File: src/hdl/light_macro_sequencer_core_defines.svh
// assertion macros for the light macro sequencer
`ifndef LIGHT_MACRO_SEQUENCER_CORE_DEFINES_SVH
`define LIGHT_MACRO_SEQUENCER_CORE_DEFINES_SVH

// same-cycle implication, sampled on clk, off while arst_n is low
`define LMS_ASSERT_IMP(label, ante, cons) \
	label: assert property (@(posedge clk) disable iff (!arst_n) (ante) |-> (cons)) \
		else $error("lms check failed: same-cycle rule");

// next-cycle implication, sampled on clk, off while arst_n is low
`define LMS_ASSERT_NXT(label, ante, cons) \
	label: assert property (@(posedge clk) disable iff (!arst_n) (ante) |=> (cons)) \
		else $error("lms check failed: next-cycle rule");

`endif

File: src/hdl/lms_pkg.sv
package lms_pkg;

	// store sizes
	localparam int SCRIPT_DEPTH = 256;
	localparam int REG_COUNT    = 16;
	localparam int DUMP_MAX     = 16;
	localparam int DUMP_N       = (REG_COUNT < DUMP_MAX) ? REG_COUNT : DUMP_MAX;
	localparam int SA_W         = (SCRIPT_DEPTH > 1) ? $clog2(SCRIPT_DEPTH) : 1;
	localparam int RA_W         = (REG_COUNT > 1) ? $clog2(REG_COUNT) : 1;

	// command codes
	localparam logic [1:0] FN_WRITE = 2'd0;
	localparam logic [1:0] FN_START = 2'd1;
	localparam logic [1:0] FN_STOP  = 2'd2;
	localparam logic [1:0] FN_STEP  = 2'd3;

	// opcodes
	localparam logic [7:0] OP_END        = 8'h00;
	localparam logic [7:0] OP_SLEEP      = 8'h01;
	localparam logic [7:0] OP_EXECUTE    = 8'h03;
	localparam logic [7:0] OP_LOAD       = 8'h10;
	localparam logic [7:0] OP_LOAD_ARRAY = 8'h11;
	localparam logic [7:0] OP_MOVE       = 8'h12;

	typedef struct packed {
		logic [1:0] func;
		logic [7:0] address;
		logic [7:0] data;
		logic       ms_tick;
	} lms_cmd_t;

	typedef struct packed {
		logic       running;
		logic       sleeping;
		logic       error_code;
		logic [7:0] program_counter;
		logic       dump_valid;
		logic [3:0] reg_index;
		logic [7:0] reg_value;
		logic       last;
	} lms_res_t;

endpackage

File: src/hdl/lms_req_if.sv
interface lms_req_if;
	import lms_pkg::*;

	logic       valid;
	logic       ready;
	logic [1:0] func;
	logic [7:0] address;
	logic [7:0] data;
	logic       ms_tick;

	modport source (output valid, func, address, data, ms_tick, input ready);
	modport sink (input valid, func, address, data, ms_tick, output ready);
endinterface

File: src/hdl/lms_rsp_if.sv
interface lms_rsp_if;
	import lms_pkg::*;

	logic       valid;
	logic       ready;
	logic       running;
	logic       sleeping;
	logic       error_code;
	logic [7:0] program_counter;
	logic       dump_valid;
	logic [3:0] reg_index;
	logic [7:0] reg_value;
	logic       last;

	modport source (output valid, running, sleeping, error_code, program_counter,
		dump_valid, reg_index, reg_value, last, input ready);
	modport sink (input valid, running, sleeping, error_code, program_counter,
		dump_valid, reg_index, reg_value, last, output ready);
endinterface

File: src/hdl/lms_ram.sv
module lms_ram #(
	parameter int WIDTH = 8,
	parameter int DEPTH = 256,
	parameter int AW    = (DEPTH > 1) ? $clog2(DEPTH) : 1
) (
	input  logic             clk,
	input  logic             we,
	input  logic [AW-1:0]    waddr,
	input  logic [WIDTH-1:0] wdata,
	input  logic             re,
	input  logic [AW-1:0]    raddr,
	output logic [WIDTH-1:0] rdata
);
	logic [WIDTH-1:0] mem [DEPTH];

	// one write port, one registered read port
	always_ff @(posedge clk) begin
		if (we) begin
			mem[waddr] <= wdata;
		end
		if (re) begin
			rdata <= mem[raddr];
		end
	end
endmodule

File: src/hdl/lms_seq.sv
module lms_seq (
	input  logic              clk,
	input  logic              arst_n,
	input  logic              cmd_vld,
	input  lms_pkg::lms_cmd_t cmd,
	output logic              cmd_rdy,
	input  logic              loop_mode,
	output logic              res_vld,
	output lms_pkg::lms_res_t res,
	input  logic              res_rdy
);
	import lms_pkg::*;

	localparam logic [3:0] ST_IDLE    = 4'd0;
	localparam logic [3:0] ST_OP      = 4'd1;
	localparam logic [3:0] ST_SL_HI   = 4'd2;
	localparam logic [3:0] ST_SL_LO   = 4'd3;
	localparam logic [3:0] ST_LD_ADR  = 4'd4;
	localparam logic [3:0] ST_LD_VAL  = 4'd5;
	localparam logic [3:0] ST_LA_ADR  = 4'd6;
	localparam logic [3:0] ST_LA_SIZE = 4'd7;
	localparam logic [3:0] ST_LA_DATA = 4'd8;
	localparam logic [3:0] ST_DUMP    = 4'd9;
	localparam logic [3:0] ST_STAT    = 4'd10;

	logic [3:0]  state_q;
	logic [7:0]  pc_q;
	logic        run_q;
	logic        sleep_q;
	logic        err_q;
	logic [15:0] cnt_q;
	logic [15:0] target_q;
	logic [7:0]  thi_q;
	logic [7:0]  adr_q;
	logic [7:0]  size_q;
	logic [7:0]  la_i_q;
	logic [8:0]  tgt_q;
	logic [3:0]  dump_k_q;
	logic        oor_q;
	logic        rvld_q;
	logic [REG_COUNT-1:0] reg_vld_q;

	logic            s_we;
	logic            s_re;
	logic [SA_W-1:0] s_waddr;
	logic [7:0]      s_rdata;
	logic            r_we;
	logic [RA_W-1:0] r_waddr;
	logic [7:0]      r_wdata;
	logic            r_re;
	logic [RA_W-1:0] r_raddr;
	logic [7:0]      r_rdata;

	logic [7:0]  byte_cur;
	logic [15:0] cnt_nxt;
	logic        go;
	logic        la_last;
	logic        dump_last;
	logic        wr_in_range;

	// script store and register file
	lms_ram #(.WIDTH(8), .DEPTH(SCRIPT_DEPTH)) u_script (
		.clk   (clk),
		.we    (s_we),
		.waddr (s_waddr),
		.wdata (cmd.data),
		.re    (s_re),
		.raddr (pc_q[SA_W-1:0]),
		.rdata (s_rdata)
	);

	lms_ram #(.WIDTH(8), .DEPTH(REG_COUNT)) u_regs (
		.clk   (clk),
		.we    (r_we),
		.waddr (r_waddr),
		.wdata (r_wdata),
		.re    (r_re),
		.raddr (r_raddr),
		.rdata (r_rdata)
	);

	// fetched byte, zero past the end of the store
	assign byte_cur    = oor_q ? 8'h00 : s_rdata;
	assign s_waddr     = cmd.address[SA_W-1:0];
	assign wr_in_range = {1'b0, cmd.address} < 9'(SCRIPT_DEPTH);

	// sleep tick with saturation
	assign cnt_nxt = (cmd.ms_tick && (cnt_q != 16'hFFFF)) ? cnt_q + 16'd1 : cnt_q;
	assign go      = !sleep_q || (cnt_nxt >= target_q);

	assign la_last   = (la_i_q == size_q - 8'd1);
	assign dump_last = (dump_k_q == 4'(DUMP_N - 1));
	assign cmd_rdy   = (state_q == ST_IDLE);

	// memory port control
	always_comb begin
		s_we    = 1'b0;
		s_re    = 1'b0;
		r_we    = 1'b0;
		r_waddr = RA_W'(tgt_q);
		r_wdata = byte_cur;
		r_re    = 1'b0;
		r_raddr = '0;
		case (state_q)
			ST_IDLE: begin
				if (cmd_vld) begin
					if (cmd.func == FN_WRITE) begin
						s_we = wr_in_range;
					end else if (cmd.func == FN_STEP) begin
						s_re = run_q && go;
					end
				end
			end
			ST_OP: begin
				if (byte_cur == OP_SLEEP || byte_cur == OP_LOAD ||
				    byte_cur == OP_LOAD_ARRAY) begin
					s_re = 1'b1;
				end
				if (byte_cur == OP_EXECUTE) begin
					r_re = 1'b1;
				end
			end
			ST_SL_HI, ST_LD_ADR, ST_LA_ADR: begin
				s_re = 1'b1;
			end
			ST_LA_SIZE: begin
				s_re = (byte_cur != 8'h00);
			end
			ST_LA_DATA: begin
				r_we = tgt_q < 9'(REG_COUNT);
				s_re = !la_last;
			end
			ST_LD_VAL: begin
				r_we    = {1'b0, adr_q} < 9'(REG_COUNT);
				r_waddr = RA_W'(adr_q);
			end
			ST_DUMP: begin
				r_re    = res_rdy && !dump_last;
				r_raddr = RA_W'(dump_k_q + 4'd1);
			end
			default: begin
			end
		endcase
	end

	// sequencer state
	always_ff @(posedge clk or negedge arst_n) begin
		if (!arst_n) begin
			state_q   <= ST_IDLE;
			pc_q      <= '0;
			run_q     <= 1'b0;
			sleep_q   <= 1'b0;
			err_q     <= 1'b0;
			cnt_q     <= '0;
			target_q  <= '0;
			thi_q     <= '0;
			adr_q     <= '0;
			size_q    <= '0;
			la_i_q    <= '0;
			tgt_q     <= '0;
			dump_k_q  <= '0;
			oor_q     <= 1'b0;
			rvld_q    <= 1'b0;
			reg_vld_q <= '0;
		end else begin
			// fetch advances the program counter
			if (s_re) begin
				pc_q  <= pc_q + 8'd1;
				oor_q <= !({1'b0, pc_q} < 9'(SCRIPT_DEPTH));
			end
			if (r_we) begin
				reg_vld_q[r_waddr] <= 1'b1;
			end
			if (r_re) begin
				rvld_q <= reg_vld_q[r_raddr];
			end
			case (state_q)
				ST_IDLE: begin
					if (cmd_vld) begin
						state_q <= ((cmd.func == FN_STEP) && run_q && go) ? ST_OP : ST_STAT;
						case (cmd.func)
							FN_START: begin
								run_q   <= 1'b1;
								sleep_q <= 1'b0;
								err_q   <= 1'b0;
								pc_q    <= '0;
							end
							FN_STOP: begin
								run_q   <= 1'b0;
								sleep_q <= 1'b0;
							end
							FN_STEP: begin
								if (run_q && sleep_q) begin
									cnt_q <= cnt_nxt;
									if (go) begin
										sleep_q <= 1'b0;
									end
								end
							end
							default: begin
							end
						endcase
					end
				end
				ST_OP: begin
					case (byte_cur)
						OP_END: begin
							if (!loop_mode) begin
								run_q <= 1'b0;
							end
							pc_q    <= '0;
							state_q <= ST_STAT;
						end
						OP_SLEEP:      state_q <= ST_SL_HI;
						OP_EXECUTE: begin
							dump_k_q <= '0;
							state_q  <= ST_DUMP;
						end
						OP_LOAD:       state_q <= ST_LD_ADR;
						OP_LOAD_ARRAY: state_q <= ST_LA_ADR;
						OP_MOVE: begin
							pc_q    <= pc_q + 8'd2;
							state_q <= ST_STAT;
						end
						default: begin
							err_q   <= 1'b1;
							run_q   <= 1'b0;
							state_q <= ST_STAT;
						end
					endcase
				end
				ST_SL_HI: begin
					thi_q   <= byte_cur;
					state_q <= ST_SL_LO;
				end
				ST_SL_LO: begin
					target_q <= {thi_q, byte_cur};
					cnt_q    <= '0;
					sleep_q  <= 1'b1;
					state_q  <= ST_STAT;
				end
				ST_LD_ADR: begin
					adr_q   <= byte_cur;
					state_q <= ST_LD_VAL;
				end
				ST_LD_VAL: begin
					state_q <= ST_STAT;
				end
				ST_LA_ADR: begin
					adr_q   <= byte_cur;
					state_q <= ST_LA_SIZE;
				end
				ST_LA_SIZE: begin
					size_q  <= byte_cur;
					tgt_q   <= {1'b0, adr_q};
					la_i_q  <= '0;
					state_q <= (byte_cur == 8'h00) ? ST_STAT : ST_LA_DATA;
				end
				ST_LA_DATA: begin
					tgt_q  <= tgt_q + 9'd1;
					la_i_q <= la_i_q + 8'd1;
					if (la_last) begin
						state_q <= ST_STAT;
					end
				end
				ST_DUMP: begin
					if (res_rdy) begin
						if (dump_last) begin
							state_q <= ST_IDLE;
						end else begin
							dump_k_q <= dump_k_q + 4'd1;
						end
					end
				end
				ST_STAT: begin
					if (res_rdy) begin
						state_q <= ST_IDLE;
					end
				end
				default: begin
					state_q <= ST_IDLE;
				end
			endcase
		end
	end

	// result beat
	assign res_vld             = (state_q == ST_STAT) || (state_q == ST_DUMP);
	assign res.running         = run_q;
	assign res.sleeping        = sleep_q;
	assign res.error_code      = err_q;
	assign res.program_counter = pc_q;
	assign res.dump_valid      = (state_q == ST_DUMP);
	assign res.reg_index       = (state_q == ST_DUMP) ? dump_k_q : 4'd0;
	assign res.reg_value       = ((state_q == ST_DUMP) && rvld_q) ? r_rdata : 8'h00;
	assign res.last            = (state_q == ST_STAT) || dump_last;
endmodule

File: src/hdl/light_macro_sequencer_core.sv
// Light macro sequencer: runs a byte-code light script held in a script store.
// req carries one command beat (func, address, data, ms_tick): a script byte
// write, start, stop or step. rsp carries result beats with the status after
// the command; an execute instruction instead yields one beat per register
// (up to 16), the final one marked by last. cfg_wr_en/cfg_wr_data set
// loop_mode; write it only while the block is idle.
// One command is in work at a time; req.ready is high only when idle.
// Write, start, stop and idle step go straight to a status beat in the result register.
// Executing step: end/move, load, sleep and load array end in a status beat; load array
// makes one register write per cycle (bound by the single script read port), and
// execute yields one beat per dumped register. The script store is fetched one byte
// at a time through its registered read port.
// Reset clears run, sleep, error, program counter, loop_mode and the register
// file (valid bits); the script store is undefined until written.
// When rsp.ready is low the result register holds its beat and the sequencer
// waits, so no beat is lost; a new command is taken once all beats are handed on.
`include "light_macro_sequencer_core_defines.svh"

module light_macro_sequencer_core (
	input  logic          clk,
	input  logic          arst_n,
	lms_req_if.sink       req,
	lms_rsp_if.source     rsp,
	input  logic          cfg_wr_en,
	input  logic          cfg_wr_data
);
	import lms_pkg::*;

	logic     loop_mode_q;
	lms_cmd_t cmd;
	logic     cmd_rdy;
	logic     res_vld;
	lms_res_t res;
	logic     res_rdy;
	logic     out_vld_q;
	lms_res_t out_q;

	// configuration register
	always_ff @(posedge clk or negedge arst_n) begin
		if (!arst_n) begin
			loop_mode_q <= 1'b0;
		end else if (cfg_wr_en) begin
			loop_mode_q <= cfg_wr_data;
		end
	end

	assign cmd.func    = req.func;
	assign cmd.address = req.address;
	assign cmd.data    = req.data;
	assign cmd.ms_tick = req.ms_tick;
	assign req.ready   = cmd_rdy;

	lms_seq u_seq (
		.clk       (clk),
		.arst_n    (arst_n),
		.cmd_vld   (req.valid),
		.cmd       (cmd),
		.cmd_rdy   (cmd_rdy),
		.loop_mode (loop_mode_q),
		.res_vld   (res_vld),
		.res       (res),
		.res_rdy   (res_rdy)
	);

	// output register
	assign res_rdy = !out_vld_q || rsp.ready;

	always_ff @(posedge clk or negedge arst_n) begin
		if (!arst_n) begin
			out_vld_q <= 1'b0;
		end else if (res_rdy) begin
			out_vld_q <= res_vld;
		end
	end

	always_ff @(posedge clk) begin
		if (res_rdy && res_vld) begin
			out_q <= res;
		end
	end

	assign rsp.valid           = out_vld_q;
	assign rsp.running         = out_q.running;
	assign rsp.sleeping        = out_q.sleeping;
	assign rsp.error_code      = out_q.error_code;
	assign rsp.program_counter = out_q.program_counter;
	assign rsp.dump_valid      = out_q.dump_valid;
	assign rsp.reg_index       = out_q.reg_index;
	assign rsp.reg_value       = out_q.reg_value;
	assign rsp.last            = out_q.last;

	// checks
	`LMS_ASSERT_IMP(a_dump_while_running, rsp.valid && rsp.dump_valid,
		rsp.running && !rsp.sleeping && !rsp.error_code)
	`LMS_ASSERT_IMP(a_error_stops, rsp.valid && rsp.error_code, !rsp.running)
	`LMS_ASSERT_IMP(a_status_is_last, rsp.valid && !rsp.dump_valid, rsp.last)
	`LMS_ASSERT_NXT(a_busy_after_accept, req.valid && req.ready, !req.ready)
endmodule
File: src/flat_wrapper.sv
// flat-port wrapper written by rule: the top's interface ports become plain ports
module light_macro_sequencer_core_flat import lms_pkg::*;
  (clk, arst_n, cfg_wr_en, cfg_wr_data, req_valid, req_func, req_address, req_data, req_ms_tick, req_ready, rsp_valid, rsp_running, rsp_sleeping, rsp_error_code, rsp_program_counter, rsp_dump_valid, rsp_reg_index, rsp_reg_value, rsp_last, rsp_ready);
  lms_req_if req_i ();
  lms_rsp_if rsp_i ();
  input  logic clk;
  input  logic arst_n;
  input  logic cfg_wr_en;
  input  logic cfg_wr_data;
  input wire logic [$bits(req_i.valid)-1:0] req_valid;
  input wire logic [$bits(req_i.func)-1:0] req_func;
  input wire logic [$bits(req_i.address)-1:0] req_address;
  input wire logic [$bits(req_i.data)-1:0] req_data;
  input wire logic [$bits(req_i.ms_tick)-1:0] req_ms_tick;
  output wire logic [$bits(req_i.ready)-1:0] req_ready;
  output wire logic [$bits(rsp_i.valid)-1:0] rsp_valid;
  output wire logic [$bits(rsp_i.running)-1:0] rsp_running;
  output wire logic [$bits(rsp_i.sleeping)-1:0] rsp_sleeping;
  output wire logic [$bits(rsp_i.error_code)-1:0] rsp_error_code;
  output wire logic [$bits(rsp_i.program_counter)-1:0] rsp_program_counter;
  output wire logic [$bits(rsp_i.dump_valid)-1:0] rsp_dump_valid;
  output wire logic [$bits(rsp_i.reg_index)-1:0] rsp_reg_index;
  output wire logic [$bits(rsp_i.reg_value)-1:0] rsp_reg_value;
  output wire logic [$bits(rsp_i.last)-1:0] rsp_last;
  input wire logic [$bits(rsp_i.ready)-1:0] rsp_ready;
  assign req_i.valid = req_valid;
  assign req_i.func = req_func;
  assign req_i.address = req_address;
  assign req_i.data = req_data;
  assign req_i.ms_tick = req_ms_tick;
  assign req_ready = req_i.ready;
  assign rsp_valid = rsp_i.valid;
  assign rsp_running = rsp_i.running;
  assign rsp_sleeping = rsp_i.sleeping;
  assign rsp_error_code = rsp_i.error_code;
  assign rsp_program_counter = rsp_i.program_counter;
  assign rsp_dump_valid = rsp_i.dump_valid;
  assign rsp_reg_index = rsp_i.reg_index;
  assign rsp_reg_value = rsp_i.reg_value;
  assign rsp_last = rsp_i.last;
  assign rsp_i.ready = rsp_ready;
  light_macro_sequencer_core u_core (.clk(clk), .arst_n(arst_n), .req(req_i), .rsp(rsp_i), .cfg_wr_en(cfg_wr_en), .cfg_wr_data(cfg_wr_data));
endmodule
File: config.mk
export PLATFORM = sky130hd
export DESIGN_NAME = light_macro_sequencer_core_flat
export DESIGN_NICKNAME = d
export VERILOG_FILES = /design/src/hdl/lms_pkg.sv /design/src/hdl/lms_req_if.sv /design/src/hdl/lms_rsp_if.sv /design/src/hdl/lms_ram.sv /design/src/hdl/lms_seq.sv /design/src/hdl/light_macro_sequencer_core.sv /design/src/flat_wrapper.sv
export VERILOG_INCLUDE_DIRS = /design/src /design/src/hdl
export SDC_FILE = /design/constraint.sdc
export NUM_CORES = 2
export LEC_CHECK = 0
export CAP_MARGIN = 10
export CORE_UTILIZATION = 38
export DETAILED_ROUTE_END_ITERATION = 7
export DONT_BUFFER_PORTS = 1
export SKIP_CTS_REPAIR_TIMING = 1
export SLEW_MARGIN = 25
export SYNTH_ARGS = -nofsm -noshare
export SYNTH_HDL_FRONTEND = slang
export SYNTH_SLANG_ARGS = --single-unit
File: constraint.sdc
create_clock -name clk -period 4.35 [get_ports clk]
set_input_delay 1.0875 -clock clk [delete_from_list [all_inputs] [get_ports clk]]
set_output_delay 1.0875 -clock clk [all_outputs]
set_load 0.01 [all_outputs]
# Word-level counts from Yosys, hierarchy flattened

Memory sizes are Yosys's and may differ from the RTL's. A register that Yosys moved wholly into a read port is not among the register bits.
Index checks and enable logic that the tools add are counted.

$add $sub $neg: 7
Magnitude comparators: 6
Equality and inequality tests: 38
Mux-type cells: 60
Bitwise gates (word level): 1
Reductions and logical operators: 39

Operators by type and width:

| kind                                               | number |
|---|---|
| 2-to-1 mux 16 bit                                  | 4 |
| one-hot mux 8 bit (2 select lines)                 | 3 |
| 2-to-1 mux 4 bit                                   | 11 |
| one-hot mux 4 bit (10 select lines)                | 1 |
| one-hot mux 16 bit (2 select lines)                | 1 |
| == test 8 x 5 -> 1 bit, second input constant      | 3 |
| 2-to-1 mux 8 bit                                   | 3 |
| 2-to-1 mux 1 bit                                   | 22 |
| one-hot mux 9 bit (2 select lines)                 | 1 |
| adder 16 x 1 -> 16 bit, second input constant      | 1 |
| adder 8 x 1 -> 8 bit, second input constant        | 2 |
| == test 4 x 3 -> 1 bit, second input constant      | 4 |
| == test 4 bit, second input constant               | 4 |
| greater-or-equal comparator 16 bit                 | 1 |
| != test 16 bit, second input constant              | 1 |
| != test 2 bit, second input constant               | 8 |
| OR 16 bit                                          | 1 |
| one-hot mux 1 bit (2 select lines)                 | 8 |
| one-hot mux 4 bit (4 select lines)                 | 1 |
| AND reduction 5 bit                                | 3 |
| AND reduction 4 bit                                | 3 |
| < comparator 4 x 5 -> 1 bit, second input constant | 2 |
| adder 9 x 1 -> 9 bit, second input constant        | 1 |
| logical AND 1 bit                                  | 9 |
| 33 further kinds                                   | 53 |

Flip-flop bits (word level): 136
Bits in writable memories: 2,176
Bits of input ports: 25
Output and inout port bits: 27
Word-level logic and storage cells: 178
Memories: 2

Memories:

| name                      | depth | bits a word | read ports | clocked after memory_dff | wr ports | RTL line      | RTL |
|---|---|---|---|---|---|---|---|
| u_core.u_seq.u_script.mem | 256   | 8           | 1          | 1                        | 1        | lms_ram.sv:14 | `logic [WIDTH-1:0] mem [DEPTH];` |
| u_core.u_seq.u_regs.mem   | 16    | 8           | 1          | 1                        | 1        | lms_ram.sv:14 |  |

# Logic depth before layout (Yosys ltp)

Word-level depth: 14
Depth in mapped cells: 18
Gate-level depth less buffers: 17

# Cells and area by module

From an unflattened synthesis, not the netlist that was laid out.

Cells, all modules: 4,715
Area, all modules: 92,232.2 um^2

Modules (own cells, without submodules):

| module                           | times used | cells each | area each (um^2) | seq. area each (um^2) |
|---|---|---|---|---|
| lms_ram at u_core.u_seq.u_script | 1          | 3,733      | 79,636.4         | 61,739.2 |
| lms_seq                          | 1          | 722        | 6,526.3          | 2,727.6 |
| lms_ram at u_core.u_seq.u_regs   | 1          | 229        | 5,227.5          | 4,083.9 |
| light_macro_sequencer_core       | 1          | 31         | 842.1            | 800.8 |

# Worst setup path before layout

No wires, ideal clock.

Path kind: input-to-reg
From: input req_ms_tick
To: register u_core.u_seq.pc_q[3]
Setup time: 0.107 ns
Arrival time: 4.152 ns
Required time: 4.243 ns
Path slack: 0.091 ns
Stages: 16
Buffers on the path: 1
Path through: inv_1 -> a2111oi_2 -> and3_1 -> and3_1 -> buf_2 -> nand3_1 -> xnor2_1 -> ha_1 -> nand4_1 -> nor3_1 -> nand4b_1 -> a41oi_1 -> nand3b_1 -> nand3_4 -> a211oi_2 -> a2111oi_4

Cells in the longest elaborated chain, start to end: 13
Elaborated cells on any way between the ends: 14
Those cells by class: order compare (1); mux (10); reduce/logical (3)

RTL lines:

| what                                   | RTL line           | RTL |
|---|---|---|
| from (decl)                            | flat_wrapper.sv:14 | `input wire logic [$bits(req_i.ms_tick)-1:0] req_ms_tick;` |
| logical AND 1 bit (*)                  | lms_seq.sv:88      | `assign cnt_nxt = (cmd.ms_tick && (cnt_q != 16'hFFFF)) ? cnt_q + 16'd1 : cnt_q;` |
| 2-to-1 mux 16 bit (*)                  | lms_seq.sv:88      |  |
| greater-or-equal comparator 16 bit (*) | lms_seq.sv:89      | `assign go = !sleep_q \|\| (cnt_nxt >= target_q);` |
| logical OR 1 bit (*)                   | lms_seq.sv:89      |  |
| logical AND 1 bit (*)                  | lms_seq.sv:110     | `s_re = run_q && go;` |
| 2-to-1 mux 1 bit (*)                   | lms_seq.sv:109     | `end else if (cmd.func == FN_STEP) begin` |
| 2-to-1 mux 1 bit (*)                   | lms_seq.sv:107     | `if (cmd.func == FN_WRITE) begin` |
| 2-to-1 mux 1 bit (*)                   | lms_seq.sv:106     | `if (cmd_vld) begin` |
| one-hot mux 1 bit (5 select lines) (*) | lms_seq.sv:104     | `case (state_q)` |
| 2-to-1 mux 8 bit (*)                   | lms_seq.sv:167     | `if (s_re) begin` |
| 2-to-1 mux 8 bit                       | lms_seq.sv:181     | `case (cmd.func)` |
| 2-to-1 mux 8 bit                       | lms_seq.sv:179     | `if (cmd_vld) begin` |
| one-hot mux 8 bit (2 select lines) (*) | lms_seq.sv:177     | `case (state_q)` |
| to (signal assigned)                   | lms_seq.sv:168     | `pc_q <= pc_q + 8'd1;` |
| to (signal assigned)                   | lms_seq.sv:222     | `pc_q <= pc_q + 8'd2;` |
| to (decl)                              | lms_seq.sv:27      | `logic [7:0] pc_q;` |

Mark *: on every way between the ends. The rest lies on a longest branch, timed or not.
A chain may end at the register's enable or synchronous reset.

# Worst setup path in the final report

From: register u_core.u_seq.cnt_q[0]
To: register u_core.u_seq.pc_q[3]

Cells in the longest elaborated chain, start to end: 14
Elaborated cells on any way between the ends: 16
Those cells by class: add/sub (1); order compare (1); eq/ne (1); mux (10); reduce/logical (3)

RTL lines:

| what                                                                           | RTL line       | RTL |
|---|---|---|
| from (decl)                                                                    | lms_seq.sv:31  | `logic [15:0] cnt_q;` |
| from (signal assigned)                                                         | lms_seq.sv:194 | `cnt_q <= cnt_nxt;` |
| parallel branches: the longest is 2 deep, another holds adder 16 x 1 -> 16 bit | n/a            |  |
| 2-to-1 mux 16 bit (*)                                                          | lms_seq.sv:88  |  |
| greater-or-equal comparator 16 bit (*)                                         | lms_seq.sv:89  |  |
| logical OR 1 bit (*)                                                           | lms_seq.sv:89  |  |
| logical AND 1 bit (*)                                                          | lms_seq.sv:110 |  |
| 2-to-1 mux 1 bit (*)                                                           | lms_seq.sv:109 |  |
| 2-to-1 mux 1 bit (*)                                                           | lms_seq.sv:107 |  |
| 2-to-1 mux 1 bit (*)                                                           | lms_seq.sv:106 |  |
| one-hot mux 1 bit (5 select lines) (*)                                         | lms_seq.sv:104 |  |
| 2-to-1 mux 8 bit (*)                                                           | lms_seq.sv:167 |  |
| 2-to-1 mux 8 bit                                                               | lms_seq.sv:181 |  |
| 2-to-1 mux 8 bit                                                               | lms_seq.sv:179 |  |
| one-hot mux 8 bit (2 select lines) (*)                                         | lms_seq.sv:177 |  |

Every way passes the cells marked *.

==> flow_summary.ini <==
[setup_path]
crit_chain = ha_1 -> nand4_1 -> nor4_2 -> a2111oi_2 -> and3_1 -> and3_4 -> nand3_2 -> xnor2_1 -> ha_1 -> nand4_1 -> nor3_2 -> buf_4 -> a2bb2oi_2 -> a41oi_2 -> buf_4 -> nand3b_1 -> buf_6 -> nand3_4 -> a21o_4 -> a2111oi_4
crit_type = reg -> reg
worstPathRequired_ns = 5.09
end_kind = flop
critPathMaxFanout = 8
cp_slowest_cell = dfrtp_1
critPathArrivalTime_ns = 4.82
cp-start-kind = flop
critPathMaxStageDelay_ns = 0.39

[route]
drtIter0Drc = 5641
vias = 48300
firstDrtPassIters = 6
postRouteAntennaNets = 0
routedWlPerCell_um = 27.0
via_per_inst = 5.55
wl_um = 235000
drc = 0

[synth]
synth_area_um2 = 92300
syn_inst = 4908
yosys_warnings = 0
synthFlopType = edfxtp_1
syn-num-nets = 4960
seq_area_frac_synth = 0.751
ys_async_sr_fraction = 0.0477
synth_edf_count = 2217
synth.distinct_cells = 84
syn_area_per_cell_um2 = 18.8
synth-seq-cells = 2328

[timing]
finalHoldViolations = 0
period_share = 0.939
fin_skew_ns = 0.0504
max_slew_margin = 0.276
drv_slew = 0
fin_crit_ns = 4.09
fmax_mhz = 245
worst_pin_slew_ns = 1.07
setup_viol_count_final = 0
rsz0062_at_grt = false

[die]
die_y_um = 495
dieArea_um2 = 245000
start_util = 0.383
die_width_um = 495
row_count = 180
io_pins = 52
core_region_area_um2 = 241000

[clock_tree]
htreeDepth = 4
clockBufferDepth = 3
cts_root_buf = clkbuf_16
cts_buffers = 227
clkSlewWorstSetupHoldPaths_ns = 0.07
insertion_delay_ns = 0.89
clkSinkCount = 2328
cts_tree = done

[worst_hold_path]
hold_class = in -> async

[global_route]
grt_pass1_wl_um = 339000
gr-usage-all-layers = 0.190
grt_pass1_vias = 48700
antenna_found_initial = 10
gr-total-overflow = 0
grt_start_max_net_pins = 257

[outcome]
status = finished, final reports clean

[flow_run]
maxCapViolCount = 0

[pwr]
p_total_mw = 61.4
vdd_ir_drop_max_uv = 450
pwr_density_cell_nw_per_um2 = 578
power_leakage_nw = 34.9

[placement]
post-dp-hpwl_um = 140000
gp_congestion = 0.833
port_buffers = 0
dpl_cell_area_um2 = 98700

[cells_and_area]
nNetsFinal = 5367
drive_above_1_share = 0.233
area_delta_synth_final_pct = 15.1
stdcell_area_um2 = 106000
[registers in the layout (all words and copies together) (netlist names), 4 cells and up]
signal                       cells
u_core.u_seq.dump_k_q            4
u_core.rsp.reg_index             4
u_core.u_seq.target_q           16
u_core.u_seq.reg_vld_q          16
u_core.u_seq.adr_q               8
u_core.u_seq.state_q             4
u_core.rsp.reg_value             8
u_core.u_seq.u_script.rdata      8
u_core.u_seq.cnt_q              16
u_core.u_seq.la_i_q              8
u_core.u_seq.u_regs.mem        128
u_core.u_seq.size_q              8
u_core.u_seq.tgt_q               9
u_core.u_seq.u_script.mem     2048
u_core.u_seq.u_regs.rdata        8
u_core.u_seq.pc_q                8
u_core.rsp.program_counter       8
u_core.u_seq.thi_q               8
[cell usage in the layout, fill, tap and decap left out, types with 53 or more instances in the layout]
cell       synthesis  layout
a211oi_1          65      64
a21oi_1          125     125
buf_4             37     441
clkbuf_1         156      53
clkbuf_16          0     228
clkinv_1           1      53
dfrtp_1          111     105
edfxtp_1        2217    2217
mux2i_1          342     342
mux4_2           410     410
nand2_1          214     213
nand3_1           57      54
nor2_1           335     332
o21ai_0          140     140
o221ai_1          69      69
o22ai_1           72      72
[routing by layer]
metal / up-vias / track usage / routed length, um
met5: - / 0 / 21
met3: 374 / 0.0443 / 19600
met4: 4 / 0.0645 / 7650
met2: 1935 / 0.305 / 112000
met1: 25300 / 0.255 / 96000
li1: 20800 / - / -
[synthesized netlist by cell type (9+ instances only)]
cell	count	area (um^2)
edfxtp_1	2217	66600
mux4_2	410	9230
mux2i_1	342	3420
nor2_1	335	1260
nand2_1	214	803
clkbuf_1	156	586
o21ai_0	140	701
a21oi_1	125	626
dfrtp_1	111	2780
o22ai_1	72	450
o221ai_1	69	604
a211oi_1	65	488
nand3_1	57	285
buf_2	47	235
nor2b_1	40	250
buf_4	37	278
inv_1	34	128
nor3_1	33	165
and3_1	27	169
buf_6	27	304
ha_1	27	338
buf_1	23	86.3
nand4_1	21	131
a2111oi_0	19	166
or2_2	19	119
mux2_2	18	203
a311oi_1	17	149
a31oi_1	16	100
xnor2_1	16	140
a22oi_1	15	113
nand2b_1	13	81.3
xor2_1	12	105
o211ai_1	11	82.6
o31ai_1	10	75.1
and2_1	9	56.3
[area by class of cell]
| class | count | area, um^2 |
|---|---|---|
| Antenna cell | 2 | 5.00 |
| Clock buffer | 285 | 5960 |
| Clock inverter | 145 | 1450 |
| Fill cell | 20600 | 135000 |
| Inverter | 35 | 131 |
| Multi-Input combinational cell | 2248 | 21300 |
| Sequential cell | 2328 | 69400 |
| Tap cell | 3185 | 3990 |
| Timing Repair Buffer | 475 | 3990 |
[per-stage QoR]
step | utilization | setup WS (ns) | TNS, ns | cells | hold WS, ns
3_3_place_gp | 0.410 | -0.322 | -4.23 | 8268 | 0.443
2_1_floorplan | - | 0.0915 | 0 | 4908 | 0.426
6_report | 0.441 | 0.264 | 0 | 8703 | 0.183
3_5_place_dp | 0.410 | -0.287 | -3.70 | 8268 | 0.449
4_1_cts | 0.440 | -0.0655 | -0.265 | 8698 | -0.127
5_1_grt | 0.441 | 0.000802 | 0 | 8702 | 0.183
[worst paths after layout]
kind | startpoint | slack (ns) | depth (start not counted) | to
max in group asynchronous | arst_n | 3.63 | 1 | u_core.u_seq.pc_q[0]
hold reg to reg | u_core.u_seq.reg_vld_q[15] | 0.46 | 1 | u_core.u_seq.reg_vld_q[15]
setup reg to reg | u_core.u_seq.cnt_q[0] | 0.26 | 20 | u_core.u_seq.pc_q[3]
hold / removal | arst_n | 0.18 | 1 | u_core.u_seq.reg_vld_q[1]
setup / recovery | u_core.u_seq.cnt_q[0] | 0.26 | 20 | u_core.u_seq.pc_q[3]
min in group clk | req_data[2] | 0.36 | 0 | u_core.u_seq.u_script.mem[24][2]
[cells by family after synthesis]
kind of cell,Yosys count,synth area share
compound gates,614,0.0439
xor+xnor,28,0.00266
fa+ha+maj,27,0.00366
buf+inv,332,0.0185
flops,2328,0.751
mux,775,0.141
simple gates,804,0.0391
[critical path: cells and delay by family, from the launching register on]
| kind | cells | cell delay [ns] |
|---|---|---|
| AO/OA/AOI/OAI | 5 | 1.25 |
| XOR/XNOR | 1 | 0.14 |
| adder cells (fa/ha/maj) | 2 | 0.55 |
| buffers and inverters | 3 | 0.45 |
| flip-flops | 1 | 0.39 |
| AND/OR/NAND/NOR | 9 | 1.24 |
[power by group]
part	switching [mW]	internal, mW
Combinational	9.17	6.75
Sequential	0.626	25.4
Clock	8.54	10.9
Total	18.3	43.0
No activity file was read; power rests on OpenSTA's default activity.
